===== src/sv/blpw_pkg.sv =====
// Shared types, widths and defaults for the line pixel walker.
package blpw_pkg;

   localparam int ADDR_W = 24;
   localparam int COL_W = 10;
   localparam int ROW_W = 9;
   localparam int LEN_W = 10;
   localparam int ERR_W = 11;
   localparam int LEFT_W = 11;
   localparam int MASK_W = 8;

   localparam int DEFAULT_SCREEN_COLS = 640;
   localparam int DEFAULT_SCREEN_ROWS = 400;
   localparam int DEFAULT_ROW_BYTES = 80;

   typedef enum logic {
      OP_START = 1'b0,
      OP_STEP  = 1'b1
   } op_type;

   typedef enum logic [1:0] {
      STEP_NONE  = 2'b00,
      STEP_PLUS  = 2'b01,
      STEP_MINUS = 2'b11
   } step_code_type;

   typedef struct packed {
      step_code_type row;
      step_code_type col;
   } step_signs_type;

   typedef struct packed {
      logic              on_screen;
      logic [ADDR_W-1:0] address;
      logic [MASK_W-1:0] mask;
   } pixel_type;

endpackage


===== src/sv/bresenham_line_pixel_walker_unit.sv =====
// Top level of the Bresenham line pixel walker for a 1-bit-per-pixel frame buffer.
//
// The req_ channel carries one item per command. A start item (op 0) latches the
// frame base and both endpoints and returns a result with only busy_res set. Each
// step item (op 1) returns the next pixel of the line from first to last point:
// byte address, MSB-first bit mask, write enable (clear when off screen) and a
// last flag. A step item while no line is active returns a result of all zeros.
// A start item during a line drops the old line.
//
// Every accepted item gives exactly one result on the rsp_ channel in the next
// cycle, from a single output register. The walker state is updated in the same
// cycle an item is accepted, so one item is taken every cycle while req_stall is
// low; the path between registers is the row multiply and 24-bit address add,
// and the error term add, compare and subtract.
//
// When the receiver stalls, the held result stays and req_stall rises only while
// the output register is full and stalled. Reset (synchronous) leaves the walker
// idle with no result pending.
module bresenham_line_pixel_walker_unit #(
   parameter int SCREEN_COLS = blpw_pkg::DEFAULT_SCREEN_COLS,
   parameter int SCREEN_ROWS = blpw_pkg::DEFAULT_SCREEN_ROWS,
   parameter int ROW_BYTES = blpw_pkg::DEFAULT_ROW_BYTES
) (
   input  logic                         clock,
   input  logic                         reset,
   input  logic                         req_valid,
   output logic                         req_stall,
   input  logic                         req_op,
   input  logic [blpw_pkg::ADDR_W-1:0]  req_frame_base,
   input  logic [blpw_pkg::COL_W-1:0]   req_start_x,
   input  logic [blpw_pkg::ROW_W-1:0]   req_start_y,
   input  logic [blpw_pkg::COL_W-1:0]   req_end_x,
   input  logic [blpw_pkg::ROW_W-1:0]   req_end_y,
   output logic                         rsp_valid,
   input  logic                         rsp_stall,
   output logic                         rsp_write_pixel,
   output logic [blpw_pkg::ADDR_W-1:0]  rsp_pixel_address,
   output logic [blpw_pkg::MASK_W-1:0]  rsp_bit_mask,
   output logic                         rsp_last_pixel,
   output logic                         rsp_busy_res
);
   import blpw_pkg::*;

   logic [COL_W-1:0]  cur_col_ff, cur_col_in;
   logic [ROW_W-1:0]  cur_row_ff, cur_row_in;
   logic [ERR_W-1:0]  error_acc_ff, error_acc_in;
   logic [LEN_W-1:0]  major_len_ff, major_len_in;
   logic [LEN_W-1:0]  minor_len_ff, minor_len_in;
   step_signs_type    diag_signs_ff, diag_signs_in;
   step_signs_type    straight_signs_ff, straight_signs_in;
   logic [LEFT_W-1:0] pixels_left_ff, pixels_left_in;
   logic              line_active_ff, line_active_in;
   logic [ADDR_W-1:0] base_hold_ff, base_hold_in;

   logic              rsp_valid_ff, rsp_valid_in;
   logic              write_pixel_ff, write_pixel_in;
   logic [ADDR_W-1:0] pixel_address_ff, pixel_address_in;
   logic [MASK_W-1:0] bit_mask_ff, bit_mask_in;
   logic              last_pixel_ff, last_pixel_in;
   logic              busy_res_ff, busy_res_in;

   logic              req_accept;
   logic              is_last;
   pixel_type         pixel;
   logic [COL_W-1:0]  abs_dx;
   logic [ROW_W-1:0]  abs_dy;
   step_code_type     sign_x;
   step_code_type     sign_y;
   logic [ERR_W-1:0]  err_sum;
   logic              take_diag;
   step_signs_type    step;

   function automatic step_code_type sign_of(input logic lt, input logic gt);
      step_code_type code;
      code = STEP_NONE;
      if (gt) begin
         code = STEP_PLUS;
      end else if (lt) begin
         code = STEP_MINUS;
      end
      return code;
   endfunction

   blpw_pixel_addr #(
      .SCREEN_COLS(SCREEN_COLS),
      .SCREEN_ROWS(SCREEN_ROWS),
      .ROW_BYTES(ROW_BYTES)
   ) u_pixel_addr (
      .base(base_hold_ff),
      .col(cur_col_ff),
      .row(cur_row_ff),
      .pixel(pixel)
   );

   assign req_stall = rsp_valid_ff && rsp_stall;
   assign req_accept = req_valid && !req_stall;
   assign is_last = (pixels_left_ff <= LEFT_W'(1));

   assign abs_dx = (req_end_x >= req_start_x) ? req_end_x - req_start_x
                                              : req_start_x - req_end_x;
   assign abs_dy = (req_end_y >= req_start_y) ? req_end_y - req_start_y
                                              : req_start_y - req_end_y;
   assign sign_x = sign_of(req_end_x < req_start_x, req_end_x > req_start_x);
   assign sign_y = sign_of(req_end_y < req_start_y, req_end_y > req_start_y);

   assign err_sum = error_acc_ff + ERR_W'(minor_len_ff);
   assign take_diag = (err_sum >= ERR_W'(major_len_ff));
   assign step = take_diag ? diag_signs_ff : straight_signs_ff;

   always_comb begin
      cur_col_in = cur_col_ff;
      cur_row_in = cur_row_ff;
      error_acc_in = error_acc_ff;
      major_len_in = major_len_ff;
      minor_len_in = minor_len_ff;
      diag_signs_in = diag_signs_ff;
      straight_signs_in = straight_signs_ff;
      pixels_left_in = pixels_left_ff;
      line_active_in = line_active_ff;
      base_hold_in = base_hold_ff;

      rsp_valid_in = rsp_valid_ff && rsp_stall;
      write_pixel_in = write_pixel_ff;
      pixel_address_in = pixel_address_ff;
      bit_mask_in = bit_mask_ff;
      last_pixel_in = last_pixel_ff;
      busy_res_in = busy_res_ff;

      if (req_accept) begin
         rsp_valid_in = 1'b1;
         write_pixel_in = 1'b0;
         pixel_address_in = '0;
         bit_mask_in = '0;
         last_pixel_in = 1'b0;
         busy_res_in = 1'b0;

         if (req_op == OP_START) begin
            base_hold_in = req_frame_base;
            cur_col_in = req_start_x;
            cur_row_in = req_start_y;
            diag_signs_in = '{row: sign_y, col: sign_x};
            if (LEN_W'(abs_dx) > LEN_W'(abs_dy)) begin
               major_len_in = LEN_W'(abs_dx);
               minor_len_in = LEN_W'(abs_dy);
               straight_signs_in = '{row: STEP_NONE, col: sign_x};
            end else begin
               major_len_in = LEN_W'(abs_dy);
               minor_len_in = LEN_W'(abs_dx);
               straight_signs_in = '{row: sign_y, col: STEP_NONE};
            end
            error_acc_in = ERR_W'(major_len_in >> 1);
            pixels_left_in = LEFT_W'(major_len_in) + LEFT_W'(1);
            line_active_in = 1'b1;
            busy_res_in = 1'b1;
         end else if (line_active_ff) begin
            write_pixel_in = pixel.on_screen;
            pixel_address_in = pixel.address;
            bit_mask_in = pixel.mask;
            last_pixel_in = is_last;
            busy_res_in = !is_last;

            error_acc_in = take_diag ? err_sum - ERR_W'(major_len_ff) : err_sum;

            case (step.col)
               STEP_PLUS: cur_col_in = cur_col_ff + COL_W'(1);
               STEP_MINUS: cur_col_in = cur_col_ff - COL_W'(1);
               default: cur_col_in = cur_col_ff;
            endcase
            case (step.row)
               STEP_PLUS: cur_row_in = cur_row_ff + ROW_W'(1);
               STEP_MINUS: cur_row_in = cur_row_ff - ROW_W'(1);
               default: cur_row_in = cur_row_ff;
            endcase

            if (is_last) begin
               pixels_left_in = '0;
               line_active_in = 1'b0;
            end else begin
               pixels_left_in = pixels_left_ff - LEFT_W'(1);
            end
         end
      end
   end

   always_ff @(posedge clock) begin
      if (reset) begin
         cur_col_ff <= '0;
         cur_row_ff <= '0;
         error_acc_ff <= '0;
         major_len_ff <= '0;
         minor_len_ff <= '0;
         diag_signs_ff <= '{row: STEP_NONE, col: STEP_NONE};
         straight_signs_ff <= '{row: STEP_NONE, col: STEP_NONE};
         pixels_left_ff <= '0;
         line_active_ff <= 1'b0;
         base_hold_ff <= '0;
         rsp_valid_ff <= 1'b0;
      end else begin
         cur_col_ff <= cur_col_in;
         cur_row_ff <= cur_row_in;
         error_acc_ff <= error_acc_in;
         major_len_ff <= major_len_in;
         minor_len_ff <= minor_len_in;
         diag_signs_ff <= diag_signs_in;
         straight_signs_ff <= straight_signs_in;
         pixels_left_ff <= pixels_left_in;
         line_active_ff <= line_active_in;
         base_hold_ff <= base_hold_in;
         rsp_valid_ff <= rsp_valid_in;
      end
   end

   always_ff @(posedge clock) begin
      write_pixel_ff <= write_pixel_in;
      pixel_address_ff <= pixel_address_in;
      bit_mask_ff <= bit_mask_in;
      last_pixel_ff <= last_pixel_in;
      busy_res_ff <= busy_res_in;
   end

   assign rsp_valid = rsp_valid_ff;
   assign rsp_write_pixel = write_pixel_ff;
   assign rsp_pixel_address = pixel_address_ff;
   assign rsp_bit_mask = bit_mask_ff;
   assign rsp_last_pixel = last_pixel_ff;
   assign rsp_busy_res = busy_res_ff;

   a_start_opens_line: assert property (@(posedge clock) disable iff (reset)
      req_accept && (req_op == OP_START) |=> line_active_ff && rsp_valid && rsp_busy_res)
      else $error("start item did not open a line");

   a_last_closes_line: assert property (@(posedge clock) disable iff (reset)
      req_accept && (req_op == OP_STEP) && line_active_ff && is_last
      |=> !line_active_ff && rsp_last_pixel && !rsp_busy_res)
      else $error("final pixel did not close the line");

   a_write_has_mask: assert property (@(posedge clock) disable iff (reset)
      rsp_valid && rsp_write_pixel |-> $onehot(rsp_bit_mask))
      else $error("pixel write without a one-hot mask");

   a_active_has_pixels: assert property (@(posedge clock) disable iff (reset)
      line_active_ff |-> (pixels_left_ff != '0))
      else $error("active line with no pixels left");

endmodule


===== src/sv/blpw_pixel_addr.sv =====
// Frame buffer byte address, bit mask and screen clip for one pixel position.
module blpw_pixel_addr #(
   parameter int SCREEN_COLS = blpw_pkg::DEFAULT_SCREEN_COLS,
   parameter int SCREEN_ROWS = blpw_pkg::DEFAULT_SCREEN_ROWS,
   parameter int ROW_BYTES = blpw_pkg::DEFAULT_ROW_BYTES
) (
   input  logic [blpw_pkg::ADDR_W-1:0] base,
   input  logic [blpw_pkg::COL_W-1:0]  col,
   input  logic [blpw_pkg::ROW_W-1:0]  row,
   output blpw_pkg::pixel_type         pixel
);
   import blpw_pkg::*;

   localparam int RB_W = $clog2(ROW_BYTES + 1);
   localparam int PROD_W = ROW_W + RB_W;

   logic [PROD_W-1:0] row_offset;

   assign row_offset = PROD_W'(row) * PROD_W'(ROW_BYTES);

   always_comb begin
      pixel.address = base + ADDR_W'(row_offset) + ADDR_W'(col[COL_W-1:3]);
      pixel.mask = 8'h80 >> col[2:0];
      pixel.on_screen = ({1'b0, col} < (COL_W + 1)'(SCREEN_COLS))
                        && ({1'b0, row} < (ROW_W + 1)'(SCREEN_ROWS));
   end

endmodule

===== config.mk =====
export PLATFORM = sky130hd
export DESIGN_NAME = bresenham_line_pixel_walker_unit
export DESIGN_NICKNAME = d
export VERILOG_FILES = /design/src/sv/blpw_pkg.sv /design/src/sv/bresenham_line_pixel_walker_unit.sv /design/src/sv/blpw_pixel_addr.sv
export SDC_FILE = /design/constraint.sdc
export NUM_CORES = 1
export LEC_CHECK = 0
export ABC_AREA = 1
export BUFFER_PORTS_ARGS = -buffer_cell sky130_fd_sc_hd__buf_2
export CAP_MARGIN = 10
export CORE_MARGIN = 1.5
export CORE_UTILIZATION = 40
export CTS_CLUSTER_SIZE = 14
export DETAILED_ROUTE_END_ITERATION = 8
export PLACE_DENSITY = 0.54
export SYNTH_ARGS = -nofsm -noshare
export SYNTH_HDL_FRONTEND = slang
export SYNTH_HIERARCHICAL = 1
export SYNTH_SLANG_ARGS = --single-unit

===== constraint.sdc =====
create_clock -name clock -period 7.3 [get_ports clock]
set_input_delay 0.365 -clock clock [delete_from_list [all_inputs] [get_ports clock]]
set_output_delay 0.365 -clock clock [all_outputs]
set_load 0.05 [all_outputs]

Word-level counts from Yosys, hierarchy flattened. Index checks and enable logic that the tools add are counted.

Add/sub/neg operators: 14. Multipliers: 1. Magnitude comparators: 11. Equality and inequality tests: 7. Shifts and indexed selects: 1. Mux-type cells: 29. Bitwise gates (word level): 1. Reductions and logical operators: 10.

Operator list (number): 10-bit 2-to-1 mux (7); 11-bit 2-to-1 mux (6); 9-bit 2-to-1 mux (3); 24-bit by 16-bit adder with 24-bit output (1); 24-bit by 7-bit adder with 24-bit output (1); 10-bit case mux with 2 select lines (1); 10-bit subtractor (2); 9-bit case mux with 2 select lines (1); 9-bit subtractor (2); 9-bit by 3-bit multiplier with 12-bit output (second input constant) (1); 10-bit by 1-bit adder with 11-bit output (second input constant) (1); 11-bit by 10-bit adder with 11-bit output (1); 11-bit by 10-bit >= comparator with 1-bit output (1); 11-bit by 1-bit <= comparator with 1-bit output (second input constant) (1); 11-bit by 1-bit subtractor with 11-bit output (second input constant) (1); 11-bit by 10-bit subtractor with 11-bit output (1); 10-bit by 1-bit adder with 10-bit output (second input constant) (1); 10-bit >= comparator (1); 10-bit greater-than comparator (1); 10-bit by 9-bit greater-than comparator with 1-bit output (1); 10-bit < comparator (1); 10-bit < comparator (second input constant) (1); 10-bit by 1-bit subtractor with 10-bit output (second input constant) (1); 9-bit by 1-bit adder with 9-bit output (second input constant) (1); 18 further kinds (35).

Bits in registers: 130. Input port bits: 67. Output and inout port bits: 37. Word-level logic and storage cells: 92.

Logic depth before layout (Yosys ltp). Gate-level depths: netlist of run 1.

Depth after elaboration: 8. Mapped depth: 40. Mapped depth without buffers: 39.

By module. Netlist of run 1, hierarchy kept.

By module, submodules not included: bresenham_line_pixel_walker_unit (instances 1, cells each 1381, area each 9525.4 um2, sequential area each 2952.8 um2); blpw_pixel_addr (instances 1, cells each 370, area each 2064.5 um2, sequential area each 0.0 um2).

Worst setup path after synthesis of run 1. OpenSTA, ideal clock, no wires.

Path type: register -> register. Start point: register error_acc_ff[2]. End point: register cur_row_ff[8]. Setup time: 132 ps. Data arrival time: 5019 ps. Data required time: 7168 ps. Setup slack: 2149 ps. Cell stages (with the launch flop): 41. Buffers on the path: 1. Clock period less this slack: 5151 ps. Cell sequence: dfxtp_1 > ha_1 > a21oi_1 > nand2_1 > a21oi_1 > o21bai_1 > nand2_1 > nand2_1 > a21oi_1 > o21ai_0 > a21o_1 > xnor2_1 > inv_1 > ha_1 > nand3_1 > nor2_1 > nand3_1 > nand2_1 > [... 5 more ...] > nand2_1 > inv_1 > nor2_1 > inv_1 > fa_1 > o21ai_0 > nand2_1 > nand2_1 > a21oi_1 > nor2_1 > nor2_1 > nor2_1 > nor2_1 > xor2_1 > nand2_1 > nand2_1 > o221ai_1 > a21oi_1.

Word-level cells in the longest chain between the ends: 7. Elaborated cells on any way between the ends: 10. Classes of those cells: add/sub (1); order compare (1); eq/ne (3); mux (4); reduce/logical (1).

RTL lines: from (decl) (line bresenham_line_pixel_walker_unit.sv:46) `logic [ERR_W-1:0] error_acc_ff, error_acc_in;`; from (signal assigned) (line bresenham_line_pixel_walker_unit.sv:201) `error_acc_ff <= error_acc_in;`; 11-bit by 10-bit adder with 11-bit output * (line bresenham_line_pixel_walker_unit.sv:106) `assign err_sum = error_acc_ff + ERR_W'(minor_len_ff);`; 11-bit by 10-bit >= comparator with 1-bit output * (line bresenham_line_pixel_walker_unit.sv:107) `assign take_diag = (err_sum >= ERR_W'(major_len_ff));`; 4-bit 2-to-1 mux * (line bresenham_line_pixel_walker_unit.sv:108) `assign step = take_diag ? diag_signs_ff : straight_signs_ff;`; 2-bit equality test / 2-bit by 1-bit equality test with 1-bit output (equally long branches) (line bresenham_line_pixel_walker_unit.sv:169) `case (step.row)`; 9-bit case mux with 2 select lines (line bresenham_line_pixel_walker_unit.sv:169); 9-bit 2-to-1 mux (line bresenham_line_pixel_walker_unit.sv:155) `end else if (line_active_ff) begin`; 9-bit 2-to-1 mux (line bresenham_line_pixel_walker_unit.sv:137) `if (req_op == OP_START) begin`; to (signal assigned) (line bresenham_line_pixel_walker_unit.sv:200) `cur_row_ff <= cur_row_in;`; to (decl) (line bresenham_line_pixel_walker_unit.sv:45) `logic [ROW_W-1:0] cur_row_ff, cur_row_in;`.

Mark *: on every way between the ends. The rest lies on a longest branch, timed or not. The select of a mux whose other input is x is not followed. A chain may end at the register's enable or synchronous reset.

Worst setup path in the final report of run 1. Ends and elaborated chain as after synthesis.

==> results of run 1 <==
layout make-up:
type	count	area share, %
flip-flops and latches	130	22.51
clock inverters	10	1.087
inverters	301	8.623
clock buffers	22	3.939
well taps	384	3.663
multi-input cells	1271	55.58
repair buffers	112	4.597
per-stage QoR:
step	power, mW	hold slack [ns]	area [um^2]	setup WS (ns)
floorplan	1.895	0.4396	11590	2.149
global placement	2.239	0.4558	12430	1.932
detailed placement	2.235	0.4603	12430	1.890
CTS	3.205	0.1414	13090	1.830
global route	3.420	0.1524	13120	1.205
finish	3.186	0.1590	13120	1.804
worst reg2reg max path: cells and delay by family (launching register included):
kind                     cells  cell delay, ns
buffers and inverters        6            0.71
flip-flops                   1            0.31
XOR/XNOR                     2            0.31
AND/OR/NAND/NOR             19            1.47
AO/OA/AOI/OAI               10            1.44
adder cells (fa/ha/maj)      3            1.13
cells in the mapped netlist, types with 4 or more instances:
cell      count  area, um^2
nand3_1      75       375.4
edfxtp_1     35        1051
o21ai_2       8       70.07
ha_1        119        1489
nand2_2      15       93.84
xnor2_1      19       166.4
o41ai_1       4       35.03
o21ai_0     117       585.6
a21o_1        4       30.03
nand2_1     405        1520
a221oi_1      4       35.03
a31oi_1      19       118.9
nor2_1      192       720.7
o21a_1        6       45.04
dfxtp_1      95        1902
nand4_1      16       100.1
o211ai_1      9       67.56
or2_2         4       25.02
buf_2         6       30.03
xor2_1       47       411.6
nor2_4        4       45.04
o221ai_1      4       35.03
fa_1         12       240.2
clkbuf_1     35       131.4
inv_1       296        1111
nor2_2        6       37.54
nor3_1       14       70.07
a21oi_1     136       680.7
power groups by stage:
stage,Sequential (mW),Combinational (mW),Clock [mW]
2_1_floorplan,0.902,0.993,0
3_3_place_gp,0.875,1.36,0
3_5_place_dp,0.876,1.36,0
4_1_cts,0.861,1.37,0.974
5_1_grt,0.870,1.55,1.01
6_report,0.861,1.37,0.953
per-layer routing:
layer  share of wire (%)  wire length (um)
met3                 4.3              1422
met1                  48             16100
met5                   0                 0
met4                 2.3               761
met2                  45             15110
worst max-delay path by stage:
| stage | end | slack, ns |
|---|---|---|
| 6_report | cur_row_ff[8] | 1.80 |
| 5_1_grt | cur_row_ff[8] | 1.20 |
| 4_1_cts | cur_row_ff[8] | 1.83 |
| 3_5_place_dp | cur_row_ff[8] | 1.89 |
| 3_3_place_gp | cur_row_ff[8] | 1.93 |
| 2_1_floorplan | cur_row_ff[8] | 2.15 |
logic make-up after synthesis:
| logic type | count (synthesis) |
|---|---|
| and+or+nand+nor | 747 |
| xor gates and xnor gates | 66 |
| AOI/OAI and AO/OA | 326 |
| DFF | 130 |
| buffers and inverters | 350 |
| muxes | 1 |
| adders and majority gates | 131 |
sequential cells by signal (all words and copies together) (netlist names), 4 cells and up:
name,cells
base_hold_ff,24
cur_col_ff,10
cur_row_ff,9
diag_signs_ff,4
error_acc_ff,11
major_len_ff,10
minor_len_ff,10
pixels_left_ff,11
rsp_bit_mask,8
rsp_pixel_address,24
straight_signs_ff,4
==> impl_metrics.csv, run 1 <==
group,metric,value,unit
final_layout,fill_cells,3042,
synthesis,synth.distinct_cells,50,
power_and_ir_drop,ir_drop,176.8,uV
min_path,hold_path_class,"input pin to register",
die,die_w,173.2,um
worst_setup_path,cp.depth,40,
die,initial_utilization,40.49,%
worst_setup_path,path_class,"register to register",
synthesis,avgSynthCellArea,6.619,um^2
worst_setup_path,crit_arrival,5.76,ns
outcome,status,"finished clean",
global_routing,antenna_found_initial,0,
die,rows,62,
global_routing,first_global_vias,10800,
detailed_routing,drt-wirelength-per-cell,14.97,um
worst_setup_path,required,7.56,ns
die,fp.dieH,173.2,um
power_and_ir_drop,powerDensity,242.9,nW/um^2
global_routing,grt.total_usage,22.78,%
final_layout,multiInputGateArea,7291,um^2
clocking,ctsHoldBuffers,0,
final_layout,layout_common_cells,"nand2_1 (405), inv_1 (296), nor2_1 (190)",
worst_setup_path,crit_buf_inv,6,
synthesis,yosysWarnings,6,
min_path,holdPathEnd,"base_hold_ff[9]",
synthesis,ys.flop_type,"dfxtp_1",
timing,final.setup.tns,0,ns
power_and_ir_drop,p_clk_share,29.9,%
placement,routabilityCongestion,0.9023,
clocking,numCtsBuffers,17,
power_and_ir_drop,switching_power,1.320,mW
final_layout,seq_area,2953,um^2
synthesis,synth_nets,1949,
worst_setup_path,critPathLaunch,"error_acc_ff[2]",
final_layout,final_cells,2230,
clocking,h-tree-depth,4,
synthesis,yosys.area_share.simple,27.15,%
synthesis,syn_area,11590,um^2
clocking,postCtsSetupRepairBufs,0,
clocking,cts-resized-gates,0,
final_layout,utilization,45.83,%
synthesis,seq_area_frac_synth,25.48,%
global_routing,grt.met2_usage,38.39,%
placement,port_buffers,103,
power_and_ir_drop,leakage,6.848,nW
detailed_routing,vias,11040,
placement,dp_cells,2197,
synthesis,synth-edff-count,35,
timing,fin_crit_sh,75.29,%
die,die-area,30010,um^2
worst_setup_path,cp_common_cell,"nand2_1",
detailed_routing,wirelength,33390,um
synthesis,netlist_instances,1751,
clocking,clkSinkCount,130,
final_layout,n_antenna_cell,0,
timing,worst_pin_slew,0.9755,ns
power_and_ir_drop,seqPwrFrac,27.0,%
worst_setup_path,critPathSlowestCell,"fa_1",
worst_setup_path,r2r-start,"error_acc_ff[2]",
min_path,hold_start,"req_frame_base[9]",
clocking,cts_tree,"yes",
synthesis,synth_fa_ha_area_share,14.92,%
worst_setup_path,cpPeakStageDelay,0.40,ns
worst_setup_path,cp-end-kind,"register",
run,maxCapViolCount,0,
global_routing,grt_pass1_wl,54680,um
power_and_ir_drop,p_sw_share,41.44,%
detailed_routing,drc_errors,0,
worst_setup_path,crit_family,"simple AND/OR/NAND/NOR gates",
worst_setup_path,cp_max_fo,20,
clocking,cts_max_path_buffers,2,
timing,min_period,5.496,ns
power_and_ir_drop,pwr-share-comb,43.1,%
clocking,root_buffer,"clkbuf_16",
final_layout,drive_above_1_share,10.67,%
power_and_ir_drop,internal_power,1.866,mW
worst_setup_path,r2r.worst_path.cells,40,
timing,drv_slew,0,
die,core,28630,um^2
final_layout,layout_commonest_cell,"nand2_1",
synthesis,synthMuxAreaShare,0.08637,%
min_path,whs_path_depth,3,
timing,max_slew_margin,34.89,%
detailed_routing,drt_iter0_markers,770,
timing,setup_violations,0,
synthesis,yosys_register_bits,130,
placement,hpwl,25840,um
timing,rsz0062_at_grt,"no",
global_routing,use_met1,30.08,%
timing,hold_viol_final,0,
detailed_routing,ant_nets,0,
detailed_routing,drtPass1Iterations,6,
synthesis,synth-compound-area-share,15.68,%
final_layout,area_growth,13.18,%
worst_setup_path,timing.rr.end,"cur_row_ff[8]",
synthesis,synth_top_family_by_area,"simple AND/OR/NAND/NOR gates",
global_routing,grt_overflow,0,
clocking,clock_latency,0.43,ns
global_routing,grt.busiest_layer,"met2",
timing,skew,0.01151,ns
die,ios,104,
global_routing,grt_util_met3,3.026,%
worst_setup_path,r2r_setup_slack,1.80,ns
clocking,clkTransAtPathRegs,0.06,ns
worst_setup_path,crit_path_start_kind,"register",
synthesis,ys_async_sr_fraction,0,%
final_layout,finalNetCount,2031,
detailed_routing,avgViaCountPerCell,4.949,
global_routing,grt_max_degree,71,
synthesis,synth_xor_area_share,4.988,%
timing,timing.fmax,181.9,MHz
Power figures use the tool's default switching activity.
==> inputs of run 2 (changes only) <==
- clock period: 7.3 -> 5.6 ns (I/O delays scaled with it)
==> run 2 against run 1 <==
- clock power rose by 23%
- sequential power increased by 30%
- global-route usage is 0.49 points lower
- sequential share of layout area fell by 0.092 points
- first-iteration DRC count decreased by 7.9%
- clock skew grew 0.0015 ns
- sequential cell count is the same
- total power increased by 30%
- hold slack worse by 0.080 ns
- highest routed layer unchanged
==> impl_metrics.csv, run 2 (synthesis results as in run 1) <==
group,metric,value,unit
worst_setup_path,path_class,"register to register",
placement,pre_cts_ws,0.1257,ns
worst_setup_path,r2r.worst_path.cells,36,
clocking,cts_tree,"yes",
global_routing,grt_max_degree,56,
global_routing,grt_pass1_wl,53680,um
power_and_ir_drop,p_sw_share,42.22,%
timing,max_slew_margin,22.12,%
power_and_ir_drop,ir_drop,213.1,uV
worst_setup_path,timing.rr.end,"cur_row_ff[8]",
power_and_ir_drop,seqPwrFrac,27.2,%
final_layout,layout_commonest_cell,"nand2_1",
power_and_ir_drop,powerDensity,314.4,nW/um^2
timing,setup_violations,0,
worst_setup_path,crit_buf_inv,3,
detailed_routing,drt-wirelength-per-cell,14.83,um
detailed_routing,drc_errors,0,
global_routing,first_global_vias,10500,
min_path,holdPathEnd,"base_hold_ff[6]",
worst_setup_path,required,5.87,ns
final_layout,n_antenna_cell,0,
die,core,28630,um^2
die,fp.dieH,173.2,um
outcome,status,"finished clean",
clocking,clkSinkCount,130,
final_layout,layout_common_cells,"nand2_1 (404), inv_1 (295), nor2_1 (189)",
placement,port_buffers,103,
power_and_ir_drop,internal_power,2.393,mW
clocking,numCtsBuffers,17,
worst_setup_path,critPathSlowestCell,"dfxtp_1",
detailed_routing,drt_iter0_markers,709,
timing,timing.fmax,195.6,MHz
clocking,cts_max_path_buffers,2,
clocking,clkTransAtPathRegs,0.06,ns
timing,min_period,5.114,ns
placement,hpwl,25910,um
final_layout,area_growth,13.65,%
power_and_ir_drop,pwr-share-comb,44.5,%
clocking,h-tree-depth,4,
timing,worst_pin_slew,1.165,ns
die,rows,62,
final_layout,finalNetCount,2036,
die,initial_utilization,40.49,%
final_layout,drive_above_1_share,11.45,%
clocking,clock_latency,0.43,ns
timing,setup_ws,0.4862,ns
detailed_routing,wirelength,33140,um
detailed_routing,avgViaCountPerCell,4.949,
final_layout,fill_cells,2976,
min_path,hold_path_class,"input pin to register",
worst_setup_path,cp-end-kind,"register",
worst_setup_path,crit_family,"compound AO/OA/AOI/OAI gates",
detailed_routing,ant_nets,0,
timing,skew,0.01304,ns
timing,fin_crit_sh,91.32,%
worst_setup_path,r2r-start,"minor_len_ff[2]",
timing,hold_viol_final,0,
worst_setup_path,cp_max_fo,11,
global_routing,grt.total_usage,22.29,%
die,die_w,173.2,um
min_path,hold_start,"req_frame_base[6]",
global_routing,grt_overflow,0,
detailed_routing,vias,11060,
run,maxCapViolCount,0,
power_and_ir_drop,switching_power,1.748,mW
worst_setup_path,cpPeakStageDelay,0.35,ns
power_and_ir_drop,leakage,6.845,nW
min_path,whs_path_depth,3,
global_routing,antenna_found_initial,0,
timing,drv_slew,0,
worst_setup_path,crit_path_start_kind,"register",
power_and_ir_drop,p_clk_share,28.4,%
worst_setup_path,crit_arrival,5.39,ns
worst_setup_path,r2r_setup_slack,0.49,ns
die,die-area,30010,um^2
die,ios,104,
power_and_ir_drop,power.total,4.142,mW
detailed_routing,drtPass1Iterations,7,
placement,routabilityCongestion,0.9096,
clocking,root_buffer,"clkbuf_16",
## run 2: worst max path at each step
stage / from / to / slack (ns) / cells past startpoint
final: minor_len_ff[2] / cur_row_ff[8] / 0.49 / 36
after global routing: minor_len_ff[2] / cur_row_ff[8] / -0.006 / 37
after CTS: error_acc_ff[2] / cur_row_ff[8] / 0.07 / 39
after detailed placement: error_acc_ff[2] / cur_row_ff[8] / 0.13 / 39
after global placement: error_acc_ff[2] / cur_row_ff[8] / 0.23 / 39
after floorplan: error_acc_ff[2] / cur_row_ff[8] / 0.45 / 40
## run 2: power by group through the flow
| stage | Combinational [mW] | Clock, mW | Sequential, mW |
|---|---|---|---|
| after floorplan | 1.29 | 0 | 1.18 |
| after global placement | 1.79 | 0 | 1.14 |
| after detailed placement | 1.79 | 0 | 1.14 |
| after CTS | 1.81 | 1.20 | 1.12 |
| after global routing | 2.08 | 1.23 | 1.14 |
| final | 1.84 | 1.17 | 1.12 |
## run 2: per-layer routing
layer | GRT usage (%) | part of all wire (%) | up-vias | wire length, um
met5 | 0 | 0 | - | 0
met4 | 6.630 | 1.7 | 0 | 564
met3 | 2.588 | 3.7 | 30 | 1224
met2 | 37.33 | 46 | 246 | 15300
met1 | 30.14 | 48 | 4997 | 16050
li1 | - | - | 5789 | -
## run 2: per-stage QoR
stage / instances / util [%] / instance area (um^2) / hold WS [ns] / TNS (ns)
6_report: 2235 / 46.01 / 13170 / 0.07871 / 0
5_1_grt: 2235 / 46.01 / 13170 / 0.08217 / -0.005601
4_1_cts: 2234 / 45.73 / 13090 / 0.06642 / 0
3_5_place_dp: 2202 / 43.56 / 12470 / 0.4559 / 0
3_3_place_gp: 2202 / 43.56 / 12470 / 0.4565 / 0
2_1_floorplan: 1751 / - / 11590 / 0.4149 / 0
## run 2: cell type report
class | instances | area, um^2 | area share [%]
flip-flops and latches | 130 | 2953 | 22.42
inverters | 301 | 1131 | 8.587
well taps | 384 | 480.5 | 3.648
clock inverters | 12 | 141.4 | 1.073
multi-input cells | 1271 | 7358 | 55.87
repair buffers | 117 | 628.1 | 4.769
clock buffers | 20 | 479.2 | 3.638
## run 2: worst reg2reg max path: cells and delay by family, from the launching register on
kind,cells,cell delay [ns]
AOI/OAI and AO/OA,11,1.49
xor gates and xnor gates,2,0.35
adders and majority gates,3,0.96
buffers and inverters,3,0.31
DFF,1,0.35
muxes,1,0.25
and+or+nand+nor,16,1.27
## run 2: repair_timing
item	CTS	global route
hold buffers	0	0
gates resized for setup	0	17
buffers inserted	0	1
setup endpoints to repair	0	3
endpoints found under the hold margin	0	0
==> inputs of run 3 (changes only) <==
- CTS_BUF_LIST: default -> sky130_fd_sc_hd__clkbuf_8
==> run 3 against run 2 <==
- register-to-register slack about the same
- final area down 1.5%
- hold slack worse by 0.035 ns
- clock power down 23%
- global-route usage down 0.065 points
- total power down 6.9%
- non-clock buffer count unchanged
- clock skew up 0.0023 ns
- routed wire length down 0.64%
- core utilization down 0.69 points
- highest routed layer unchanged
==> impl_metrics.csv, run 3 (synthesis results as in run 1) <==
group,metric,value,unit
final_layout,layout_commonest_cell,"nand2_1",
timing,hold_viol_final,0,
final_layout,n_antenna_cell,0,
detailed_routing,drc_errors,0,
die,initial_utilization,40.49,%
placement,port_buffers,103,
global_routing,antenna_found_initial,0,
power_and_ir_drop,ir_drop,161.3,uV
timing,setup_violations,0,
die,rows,62,
placement,hpwl,25910,um
placement,placed_area,12470,um^2
timing,min_period,5.109,ns
timing,max_slew_margin,22.48,%
worst_setup_path,crit_arrival,5.42,ns
global_routing,grt_pass1_wl,53540,um
die,die-area,30010,um^2
power_and_ir_drop,switching_power,1.696,mW
worst_setup_path,path_class,"register to register",
clocking,root_buffer,"clkbuf_8",
power_and_ir_drop,p_clk_share,23.5,%
timing,worst_pin_slew,1.160,ns
detailed_routing,drt_iter0_markers,690,
die,die_w,173.2,um
final_layout,layout_common_cells,"nand2_1 (405), inv_1 (297), nor2_1 (189)",
timing,setup_ws,0.4915,ns
global_routing,grt_overflow,0,
global_routing,grt_max_degree,56,
power_and_ir_drop,seqPwrFrac,29.2,%
power_and_ir_drop,powerDensity,297.1,nW/um^2
placement,routabilityCongestion,0.9096,
final_layout,drive_above_1_share,11.29,%
power_and_ir_drop,power.total,3.854,mW
detailed_routing,drtPass1Iterations,5,
timing,fin_crit_sh,91.22,%
die,fp.dieH,173.2,um
final_layout,finalNetCount,2036,
worst_setup_path,required,5.91,ns
die,core,28630,um^2
worst_setup_path,critPathSlowestCell,"fa_1",
placement,dp_cells,2202,
global_routing,first_global_vias,10480,
clocking,h-tree-depth,4,
final_layout,area_growth,11.94,%
detailed_routing,vias,11080,
timing,timing.fmax,195.8,MHz
detailed_routing,avgViaCountPerCell,4.958,
detailed_routing,wirelength,32920,um
final_layout,utilization,45.32,%
global_routing,grt.total_usage,22.22,%
power_and_ir_drop,pwr-share-comb,47.3,%
worst_setup_path,cp-end-kind,"register",
outcome,status,"finished clean",
clocking,numCtsBuffers,17,
clocking,cts_tree,"yes",
power_and_ir_drop,internal_power,2.158,mW
timing,skew,0.01532,ns
worst_setup_path,r2r_setup_slack,0.49,ns
worst_setup_path,cp_common_cell,"nand2_1",
worst_setup_path,crit_path_start_kind,"register",
min_path,hold_path_class,"input pin to register",
power_and_ir_drop,p_sw_share,44.02,%
final_layout,design_area,12970,um^2
worst_setup_path,cp_max_fo,11,
final_layout,final_cells,2235,
placement,pre_cts_ws,0.1257,ns
timing,rsz0062_at_grt,"no",
run,maxCapViolCount,0,
detailed_routing,ant_nets,0,
clocking,clock_latency,0.47,ns
timing,timing.hold.ws,0.04404,ns
clocking,clkTransAtPathRegs,0.08,ns
power_and_ir_drop,leakage,6.761,nW
timing,drv_slew,0,
die,ios,104,
clocking,clkSinkCount,130,
detailed_routing,drt-wirelength-per-cell,14.73,um
timing,final.setup.tns,0,ns
clocking,ctsHoldBuffers,0,
worst_setup_path,cpPeakStageDelay,0.40,ns
clocking,cts_max_path_buffers,2,
run 3: power groups by stage:
stage,combinational [mW],sequential [mW],clock (mW)
after floorplan,1.29,1.18,0
after global placement,1.79,1.14,0
after detailed placement,1.79,1.14,0
after CTS,1.81,1.12,0.927
after global routing,2.06,1.14,0.967
final,1.82,1.12,0.905
run 3: path summary, 6_finish.rpt:
path,startpoint,to,cells after the start
setup / recovery,error_acc_ff[2],cur_row_ff[8],39
hold / removal,req_frame_base[6],base_hold_ff[6],3
setup reg to reg,error_acc_ff[2],cur_row_ff[8],39
hold reg to reg,minor_len_ff[9],minor_len_ff[9],2
run 3: layout make-up:
cell class,count,area (um^2)
fill,3002,15650
multi-input combinational,1271,7343
sequential,130,2955
inverter,301,1131
timing repair buffer,117,624.3
tap,384,480.5
clock buffer,17,234.0
clock inverter,15,205.2
run 3: metal layers:
metal | vias to the layer above | global-route usage (%) | routed length (um)
li1 | 5787 | - | -
met1 | 5004 | 30.13 | 15850
met2 | 250 | 36.93 | 15170
met3 | 41 | 2.675 | 1228
met4 | 0 | 6.884 | 670
met5 | - | 0 | 0
run 3: critical path, delay by kind of cell, from the launching register on:
kind	cells	cell delay (ns)
simple gates	19	1.54
flops	1	0.34
compound gates	10	1.29
fa+ha+maj	3	0.96
buf+inv	5	0.49
xor+xnor	2	0.32
run 3: what timing repair did:
action / CTS / global route
endpoints found under the hold margin: 0 / 0
resized for setup: 0 / 12
buffers inserted: 0 / 1
setup endpoints to repair: 0 / 3
